## src/cpr_pkg.sv

```systemverilog
`timescale 1ns / 1ps
// ----------------------------------------------------------------------------
// cpr_pkg
// shared types and constants for the clock page replacement block
// ----------------------------------------------------------------------------
package cpr_pkg;

  localparam int unsigned PAGE_BITS = 20;
  localparam int unsigned SLOTS_DEF = 16;

  typedef enum logic [1:0] {
    CMD_ACCESS = 2'd0,
    CMD_INSERT = 2'd1,
    CMD_VICTIM = 2'd2,
    CMD_NONE   = 2'd3
  } cpr_cmd_e;

  typedef enum logic [1:0] {
    STAT_OK     = 2'd0,
    STAT_FULL   = 2'd1,
    STAT_EMPTY  = 2'd2,
    STAT_ABSENT = 2'd3
  } cpr_status_e;

  typedef struct packed {
    cpr_cmd_e             cmd;
    logic [PAGE_BITS-1:0] page_number;
    logic                 accessed_flag;
  } cpr_req_t;

  typedef struct packed {
    cpr_status_e          status;
    logic [PAGE_BITS-1:0] victim_page;
    logic                 victim_valid;
  } cpr_rsp_t;

endpackage

```

## src/cpr_ram.sv

```systemverilog
`timescale 1ns / 1ps
// ----------------------------------------------------------------------------
// cpr_ram
// generic single write port ram with one registered read port
// ----------------------------------------------------------------------------
module cpr_ram #(
  parameter int unsigned WIDTH = 8,
  parameter int unsigned DEPTH = 16,
  parameter int unsigned ADDR_W = (DEPTH > 1) ? $clog2(DEPTH) : 1
) (
  input  logic              clk_i,
  input  logic              we_i,
  input  logic [ADDR_W-1:0] waddr_i,
  input  logic [WIDTH-1:0]  wdata_i,
  input  logic [ADDR_W-1:0] raddr_i,
  output logic [WIDTH-1:0]  rdata_o
);

  logic [WIDTH-1:0] mem_q [DEPTH];
  logic [WIDTH-1:0] rdata_q;

  always_ff @(posedge clk_i) begin
    if (we_i) begin
      mem_q[waddr_i] <= wdata_i;
    end
    rdata_q <= mem_q[raddr_i];
  end

  assign rdata_o = rdata_q;

endmodule

```

## src/clock_page_replacement.sv

```systemverilog
`timescale 1ns / 1ps
// ----------------------------------------------------------------------------
// clock_page_replacement
// second-chance page replacement over a ring of resident pages
// ----------------------------------------------------------------------------
// A word is taken when start is high and busy is low; its answer appears on
// rsp_o for exactly one cycle, flagged by rsp_valid_o, and cannot be held off.
// Page numbers live in a ram with one write and one registered read port,
// walked one entry per cycle, marks in flops. An error answer or an unused
// command is answered straight from idle. Access scans the resident pages in
// order (sequential ram lookup). Insert moves pages up one ram move per cycle
// from the insert slot, then writes the page. Victim sweeps marks, reads the
// victim, moves pages above it down. There is no clearing pass after reset.
// ----------------------------------------------------------------------------
module clock_page_replacement #(
  parameter int unsigned SLOTS = cpr_pkg::SLOTS_DEF
) (
  input  logic              clk_i,
  input  logic              rst_ni,
  input  logic              start,
  output logic              busy,
  input  cpr_pkg::cpr_req_t req_i,
  output logic              rsp_valid_o,
  output cpr_pkg::cpr_rsp_t rsp_o
);

  import cpr_pkg::*;

  localparam int unsigned IDX_W = (SLOTS > 1) ? $clog2(SLOTS) : 1;
  localparam int unsigned CNT_W = $clog2(SLOTS + 1);

  typedef enum logic [6:0] {
    S_IDLE       = 7'b0000001,
    S_ACC_SCAN   = 7'b0000010,
    S_INS_SHIFT  = 7'b0000100,
    S_INS_WRITE  = 7'b0001000,
    S_VIC_SEARCH = 7'b0010000,
    S_VIC_READ   = 7'b0100000,
    S_VIC_SHIFT  = 7'b1000000
  } cpr_state_e;

  cpr_state_e           state_q, state_d;
  cpr_req_t             req_q;
  logic [CNT_W-1:0]     count_q, count_d;
  logic [CNT_W-1:0]     hand_q, hand_d;
  logic [IDX_W-1:0]     ptr_q, ptr_d;
  logic [PAGE_BITS-1:0] vpage_q, vpage_d;
  logic [SLOTS-1:0]     marks_q, marks_d;
  logic                 rsp_valid_q, rsp_valid_d;
  cpr_rsp_t             rsp_q, rsp_d;

  logic                 ram_we;
  logic [IDX_W-1:0]     ram_waddr;
  logic [PAGE_BITS-1:0] ram_wdata;
  logic [IDX_W-1:0]     ram_raddr;
  logic [PAGE_BITS-1:0] ram_rdata;

  logic                 accept;
  logic [CNT_W-1:0]     count_dec;
  logic [CNT_W-1:0]     hand_dec;
  logic [IDX_W-1:0]     count_m1;
  logic [IDX_W-1:0]     at_w;
  logic [IDX_W-1:0]     ptr_p1;
  logic [IDX_W-1:0]     ptr_m1;

  assign busy        = (state_q != S_IDLE);
  assign accept      = start && !busy;
  assign count_dec   = count_q - 1'b1;
  assign hand_dec    = hand_q - 1'b1;
  assign count_m1    = count_dec[IDX_W-1:0];
  assign at_w        = (hand_q == '0) ? count_q[IDX_W-1:0] : hand_dec[IDX_W-1:0];
  assign ptr_p1      = ptr_q + 1'b1;
  assign ptr_m1      = ptr_q - 1'b1;
  assign rsp_valid_o = rsp_valid_q;
  assign rsp_o       = rsp_q;

  cpr_ram #(
    .WIDTH (PAGE_BITS),
    .DEPTH (SLOTS),
    .ADDR_W(IDX_W)
  ) u_page_ram (
    .clk_i  (clk_i),
    .we_i   (ram_we),
    .waddr_i(ram_waddr),
    .wdata_i(ram_wdata),
    .raddr_i(ram_raddr),
    .rdata_o(ram_rdata)
  );

  always_comb begin
    state_d     = state_q;
    count_d     = count_q;
    hand_d      = hand_q;
    ptr_d       = ptr_q;
    vpage_d     = vpage_q;
    marks_d     = marks_q;
    rsp_valid_d = 1'b0;
    rsp_d       = rsp_q;
    ram_we      = 1'b0;
    ram_waddr   = ptr_q;
    ram_wdata   = ram_rdata;
    ram_raddr   = '0;

    unique case (state_q)
      S_IDLE: begin
        if (accept) begin
          rsp_d.victim_page  = '0;
          rsp_d.victim_valid = 1'b0;
          rsp_d.status       = STAT_OK;
          unique case (req_i.cmd)
            CMD_ACCESS: begin
              if (count_q == '0) begin
                rsp_d.status = STAT_ABSENT;
                rsp_valid_d  = 1'b1;
              end else begin
                ptr_d   = '0;
                state_d = S_ACC_SCAN;
              end
            end
            CMD_INSERT: begin
              if (count_q == CNT_W'(SLOTS)) begin
                rsp_d.status = STAT_FULL;
                rsp_valid_d  = 1'b1;
              end else if (count_q > CNT_W'(at_w)) begin
                ptr_d     = count_q[IDX_W-1:0];
                ram_raddr = count_m1;
                state_d   = S_INS_SHIFT;
              end else begin
                ptr_d   = at_w;
                state_d = S_INS_WRITE;
              end
            end
            CMD_VICTIM: begin
              if (count_q == '0) begin
                rsp_d.status = STAT_EMPTY;
                rsp_valid_d  = 1'b1;
              end else begin
                ptr_d   = (hand_q == '0) ? '0 : hand_dec[IDX_W-1:0];
                state_d = S_VIC_SEARCH;
              end
            end
            default: begin
              rsp_valid_d = 1'b1;
            end
          endcase
        end
      end

      S_ACC_SCAN: begin
        if (ram_rdata == req_q.page_number) begin
          marks_d[ptr_q] = 1'b1;
          rsp_valid_d    = 1'b1;
          state_d        = S_IDLE;
        end else if (ptr_q == count_m1) begin
          rsp_d.status = STAT_ABSENT;
          rsp_valid_d  = 1'b1;
          state_d      = S_IDLE;
        end else begin
          ptr_d     = ptr_p1;
          ram_raddr = ptr_p1;
        end
      end

      S_INS_SHIFT: begin
        ram_we         = 1'b1;
        marks_d[ptr_q] = marks_q[ptr_m1];
        ptr_d          = ptr_m1;
        if (ptr_m1 == at_w) begin
          state_d = S_INS_WRITE;
        end else begin
          ram_raddr = ptr_m1 - 1'b1;
        end
      end

      S_INS_WRITE: begin
        ram_we         = 1'b1;
        ram_wdata      = req_q.page_number;
        marks_d[ptr_q] = req_q.accessed_flag;
        count_d        = count_q + 1'b1;
        if (hand_q != '0) begin
          hand_d = hand_q + 1'b1;
        end
        rsp_valid_d = 1'b1;
        state_d     = S_IDLE;
      end

      S_VIC_SEARCH: begin
        if (marks_q[ptr_q]) begin
          marks_d[ptr_q] = 1'b0;
          ptr_d          = (ptr_q == count_m1) ? '0 : ptr_p1;
        end else begin
          ram_raddr = ptr_q;
          state_d   = S_VIC_READ;
        end
      end

      S_VIC_READ: begin
        vpage_d = ram_rdata;
        hand_d  = (ptr_q == count_m1) ? '0 : CNT_W'(ptr_q) + 1'b1;
        if (ptr_q == count_m1) begin
          count_d            = count_dec;
          rsp_d.victim_page  = ram_rdata;
          rsp_d.victim_valid = 1'b1;
          rsp_valid_d        = 1'b1;
          state_d            = S_IDLE;
        end else begin
          ram_raddr = ptr_p1;
          state_d   = S_VIC_SHIFT;
        end
      end

      S_VIC_SHIFT: begin
        ram_we         = 1'b1;
        marks_d[ptr_q] = marks_q[ptr_p1];
        if (ptr_p1 == count_m1) begin
          marks_d[ptr_p1]    = 1'b0;
          count_d            = count_dec;
          rsp_d.victim_page  = vpage_q;
          rsp_d.victim_valid = 1'b1;
          rsp_valid_d        = 1'b1;
          state_d            = S_IDLE;
        end else begin
          ptr_d     = ptr_p1;
          ram_raddr = ptr_p1 + 1'b1;
        end
      end

      default: begin
        state_d = S_IDLE;
      end
    endcase
  end

  always_ff @(posedge clk_i or negedge rst_ni) begin
    if (!rst_ni) begin
      state_q     <= S_IDLE;
      count_q     <= '0;
      hand_q      <= '0;
      ptr_q       <= '0;
      marks_q     <= '0;
      rsp_valid_q <= 1'b0;
    end else begin
      state_q     <= state_d;
      count_q     <= count_d;
      hand_q      <= hand_d;
      ptr_q       <= ptr_d;
      marks_q     <= marks_d;
      rsp_valid_q <= rsp_valid_d;
    end
  end

  always_ff @(posedge clk_i) begin
    if (accept) begin
      req_q <= req_i;
    end
    vpage_q <= vpage_d;
    rsp_q   <= rsp_d;
  end

  // checks

  assert property (@(posedge clk_i) disable iff (!rst_ni) rsp_valid_o |-> !busy)
    else $error("answer shown while a word is still in work");

  assert property (@(posedge clk_i) disable iff (!rst_ni)
                   (count_q <= CNT_W'(SLOTS)) && (hand_q <= count_q))
    else $error("resident count or hand out of range");

  assert property (@(posedge clk_i) disable iff (!rst_ni)
                   rsp_valid_o && rsp_o.victim_valid |-> rsp_o.status == STAT_OK)
    else $error("victim returned with an error status");

  assert property (@(posedge clk_i) disable iff (!rst_ni)
                   accept && req_i.cmd == CMD_INSERT && count_q != CNT_W'(SLOTS)
                   |-> ##1 busy)
    else $error("insert of a page did not start the sequencer");

endmodule

```

## config.mk

```make
export PLATFORM = sky130hd
export DESIGN_NAME = clock_page_replacement
export DESIGN_NICKNAME = d
export VERILOG_FILES = /design/src/cpr_pkg.sv /design/src/cpr_ram.sv /design/src/clock_page_replacement.sv
export SDC_FILE = /design/constraint.sdc
export NUM_CORES = 1
export LEC_CHECK = 0
export BUFFER_PORTS_ARGS = -buffer_cell sky130_fd_sc_hd__clkbuf_2
export CAP_MARGIN = 20
export CORE_MARGIN = 2
export CORE_UTILIZATION = 45
export DETAILED_ROUTE_END_ITERATION = 16
export GPL_TIMING_DRIVEN = 0
export PLACE_DENSITY = 0.58
export SLEW_MARGIN = 20
export SYNTH_ARGS = -nofsm -noshare
export SYNTH_HDL_FRONTEND = slang
export SYNTH_SLANG_ARGS = --single-unit
```

## constraint.sdc

```tcl
create_clock -name clk_i -period 5.71 [get_ports clk_i]
set_input_delay 0.2855 -clock clk_i [delete_from_list [all_inputs] [get_ports clk_i]]
set_output_delay 0.2855 -clock clk_i [all_outputs]
set_load 0.005 [all_outputs]
```

==> run_results.csv <==
group,metric,value,unit
run_status,outcome,"completed",
route,met1_length,24900,um
layout,final_nets,1676,
place,dp_slack,-0.765,ns
synthesis,synthArstFlopShare,8.60,%
critical_path,critPathLaunchType,"flop",
route,wire_per_inst,23.3,um
synthesis,synth_edf_count,384,
global_route,first_global_vias,12889,
layout,final_common_cell,"edfxtp_1",
route,dr.first_iter.drc_count,1477,
critical_path,crit_path_end_kind,"flop",
clock_tree,clk-insertion-delay-late,0.58,ns
min_path,min-delay-path-class,"input port to flop",
floorplanning,core-area,43300,um^2
synthesis,synth_warnings,0,
floorplanning,io_pins,51,
timing,setup_viol,0,
timing,finClkSkew,0.0195,ns
route,post-route-drc-count,0,
clock_tree,htreeDepth,2,
clock_tree,cts_buffers,48,
clock_tree,cts_root_buffer,"clkbuf_16",
synthesis,syn_nets,1547,
timing,slew_headroom,27.0,%
route,wl_met2,22900,um
clock_tree,clk_pin_slew,0.06,ns
synthesis,synth_seq_area_share,65.0,%
global_route,gr-total-overflow,0,
layout,design_area,22900,um^2
global_route,grt_pass1_wl,79000,um
timing,max_clock_freq,183,MHz
floorplanning,initial_core_util,45.8,%
run,drv_cap,0,
floorplanning,die-width,214,um
timing,finalCritPeriodShare,95.6,%
layout,post-route-util,52.9,%
route,wl_met3,3320,um
synthesis,ys_top_cells_by_area,"edfxtp_1, dfrtp_1, mux2i_1",
critical_path,worstPathMaxFanout,10,
place,dp_cells,2139,
route,drtPass1Iterations,5,
global_route,grt_max_degree,39,
global_route,grtUsageTotal,23.2,%
layout,fin_cells,2251,
synthesis,ys_types,68,
synthesis,netlist.area_leader.share,58.2,%
layout,mostFrequentLayoutCells,"edfxtp_1, nand2_1, nand3_1",
critical_path,crit_slowest_cell,"buf_1",
layout,drive_above_1_share,14.6,%
route,final_antenna_net_count,0,
synthesis,synth_top_area_cell,"edfxtp_1",
floorplanning,rows,76,
clock_tree,cts_tree,"built",
timing,hold_viol_final,0,
synthesis,synth-main-ff-cell,"edfxtp_1",
place,numPortBuffers,50,
pwr,p_per_area,456,nW/um^2
synthesis,postSynthAreaPerCell,13.2,um^2
place,place_congestion,0.917,
route,via_per_inst,5.84,
route,via_count,13144,
pwr,vdd_drop_max,230,uV
place,post_dp_cell_area,21000,um^2
pwr,design_power_total,0.0104,W
layout,syn_to_final_growth,15.6,%
timing,slew_violations,0,
place,dp_hpwl,36300,um
timing,worst_pin_slew,1.09,ns
synthesis,synth_seq_cells,442,
global_route,antenna_found_initial,2,
pwr,leakagePower,8.45,nW
clock_tree,cts_buffer_depth,3,
timing,finalCriticalPeriod,5.46,ns
timing,grt_setup_unrepaired,"false",
critical_path,critPathBufInv,4,
route,topRoutingLayerUsed,"met4",
critical_path,cp_top_family,"compound AO/OA/AOI/OAI gates",
timing,timing.final.ws_setup,0.253,ns
critical_path,worstPathArrival,5.90,ns
critical_path,crit_path_max_incr_delay,0.52,ns
floorplanning,die_h,214,um
critical_path,crit_type,"flop to flop",
critical_path,path_cells,"inv_1 > ha_1 > or4b_1 > buf_2 > nand2_1 > o21ai_0 > ha_1 > nor2b_1 > o211ai_1 > a21oi_1 > nand3_1 > o221a_2 > o21ai_4 > buf_2 > buf_1 > a211oi_1 > a2111oi_1 > or3b_1",
clock_tree,cts.sinks,442,
synthesis,synthCells,1497,
synthesis,syn_area,19800,um^2
route,drt_wl_total,52500,um
floorplanning,die_area,45700,um^2
critical_path,cp_data_required_time,6.15,ns
[registers in the layout, indices dropped and copies added (netlist names)]
| register | count |
|---|---|
| req_q | 21 |
| hand_q | 5 |
| u_page_ram.rdata_o | 20 |
| state_q | 7 |
| marks_q | 16 |
| rsp_valid_o | 1 |
| rsp_o | 23 |
| count_q | 5 |
| u_page_ram.mem_q | 320 |
| ptr_q | 4 |
| vpage_q | 20 |
[metrics by stage]
step / hold WS [ns] / setup TNS (ns)
floorplan: -0.0101 / 0
global placement: 0.464 / -9.51
detailed placement: 0.367 / -6.75
CTS: 0.0112 / 0
global route: 0.0489 / 0
finish: 0.0321 / 0
[worst reg2reg max path, cell delays in order (launching register included)]
cell and delay, ns:
dfrtp_1 0.51, inv_1 0.15, ha_1 0.23, or4b_1 0.44, buf_2 0.20, nand2_1 0.08
o21ai_0 0.08, ha_1 0.30, nor2b_1 0.13, o211ai_1 0.12, a21oi_1 0.38, nand3_1 0.21
o221a_2 0.33, o21ai_4 0.20, buf_2 0.38, buf_1 0.53, a211oi_1 0.11, a2111oi_1 0.51
or3b_1 0.44
[cells in the mapped netlist, types with 4 or more instances]
| cell type | count |
|---|---|
| a31oi_1 | 33 |
| o21ai_1 | 16 |
| o21ai_0 | 85 |
| a22o_1 | 20 |
| a211oi_1 | 75 |
| o211ai_1 | 8 |
| mux2i_1 | 84 |
| o22ai_1 | 58 |
| a22oi_1 | 4 |
| buf_2 | 17 |
| clkbuf_1 | 61 |
| a21o_1 | 4 |
| nand2_1 | 112 |
| nor2b_1 | 6 |
| edfxtp_1 | 384 |
| a2111oi_0 | 8 |
| and4b_1 | 4 |
| buf_4 | 10 |
| nand4b_1 | 8 |
| mux2_2 | 15 |
| nor2_1 | 54 |
| or2_2 | 4 |
| buf_1 | 12 |
| nand3_1 | 89 |
| nand4_1 | 5 |
| dfrtp_1 | 37 |
| nor3_1 | 12 |
| xnor2_1 | 10 |
| inv_1 | 17 |
| nor4_1 | 10 |
| ha_1 | 24 |
| or3b_1 | 8 |
| mux4_2 | 13 |
| a21oi_1 | 53 |
| buf_6 | 9 |
| nand2b_1 | 4 |
| or3_1 | 11 |
| xor2_1 | 32 |
| dfxtp_1 | 20 |
| or4_1 | 15 |
[timing repair]
| item | 4_1_cts | 5_1_grt |
|---|---|---|
| setup endpoints to repair | 20 | 14 |
| pin swaps | 0 | 1 |
| resized for setup | 12 | 8 |
| setup buffers | 0 | 1 |
| hold buffers | 22 | 0 |
| gates cloned | 0 | 0 |
| hold endpoints to repair | 58 | 0 |
[final cells by class]
| class | count | area, um^2 |
|---|---|---|
| Fill cell | 3590 | 20400 |
| Sequential cell | 442 | 12900 |
| Multi-Input combinational cell | 929 | 6530 |
| Clock buffer | 64 | 1350 |
| Tap cell | 585 | 732 |
| Timing Repair Buffer | 81 | 576 |
| Buffer | 107 | 531 |
| Clock inverter | 24 | 230 |
| Inverter | 17 | 63.8 |
| Antenna cell | 2 | 5.00 |
[kinds of logic after synthesis]
logic type	after synthesis	share of synthesized area (%)
and+or+nand+nor	358	9.11
adders and majority gates	24	1.52
muxes	113	6.69
xor gates and xnor gates	43	1.97
buffers and inverters	126	3.03
DFF	442	65.0
AOI/OAI and AO/OA	391	12.7
[where the power goes]
part	switching, W	internal, W
sequential	0.000194	0.00421
clock	0.00128	0.00185
combinational	0.00206	0.000862
total	0.00353	0.00691
[worst paths after layout]
check                                        from               endpoint  slack [ns]  cells after the start
setup / recovery                        hand_q[0]  u_page_ram.rdata_o[2]        0.25                     18
hold / removal                              start             state_q[0]        0.03                      4
setup reg to reg                        hand_q[0]  u_page_ram.rdata_o[2]        0.25                     18
hold reg to reg            u_page_ram.rdata_o[16]            vpage_q[16]        0.51                      0
max in group asynchronous                  rst_ni             state_q[1]        5.02                      2
min in group asynchronous                  rst_ni             marks_q[0]        0.28                      2
[metal layers]
layer / track usage [%] / up-vias
li1: - / 6111
met1: 34.7 / 6480
met2: 35.2 / 470
met3: 3.22 / 83
met4: 7.38 / 0
met5: 0 / -
Note: power is estimated with default switching activity, not from simulation.
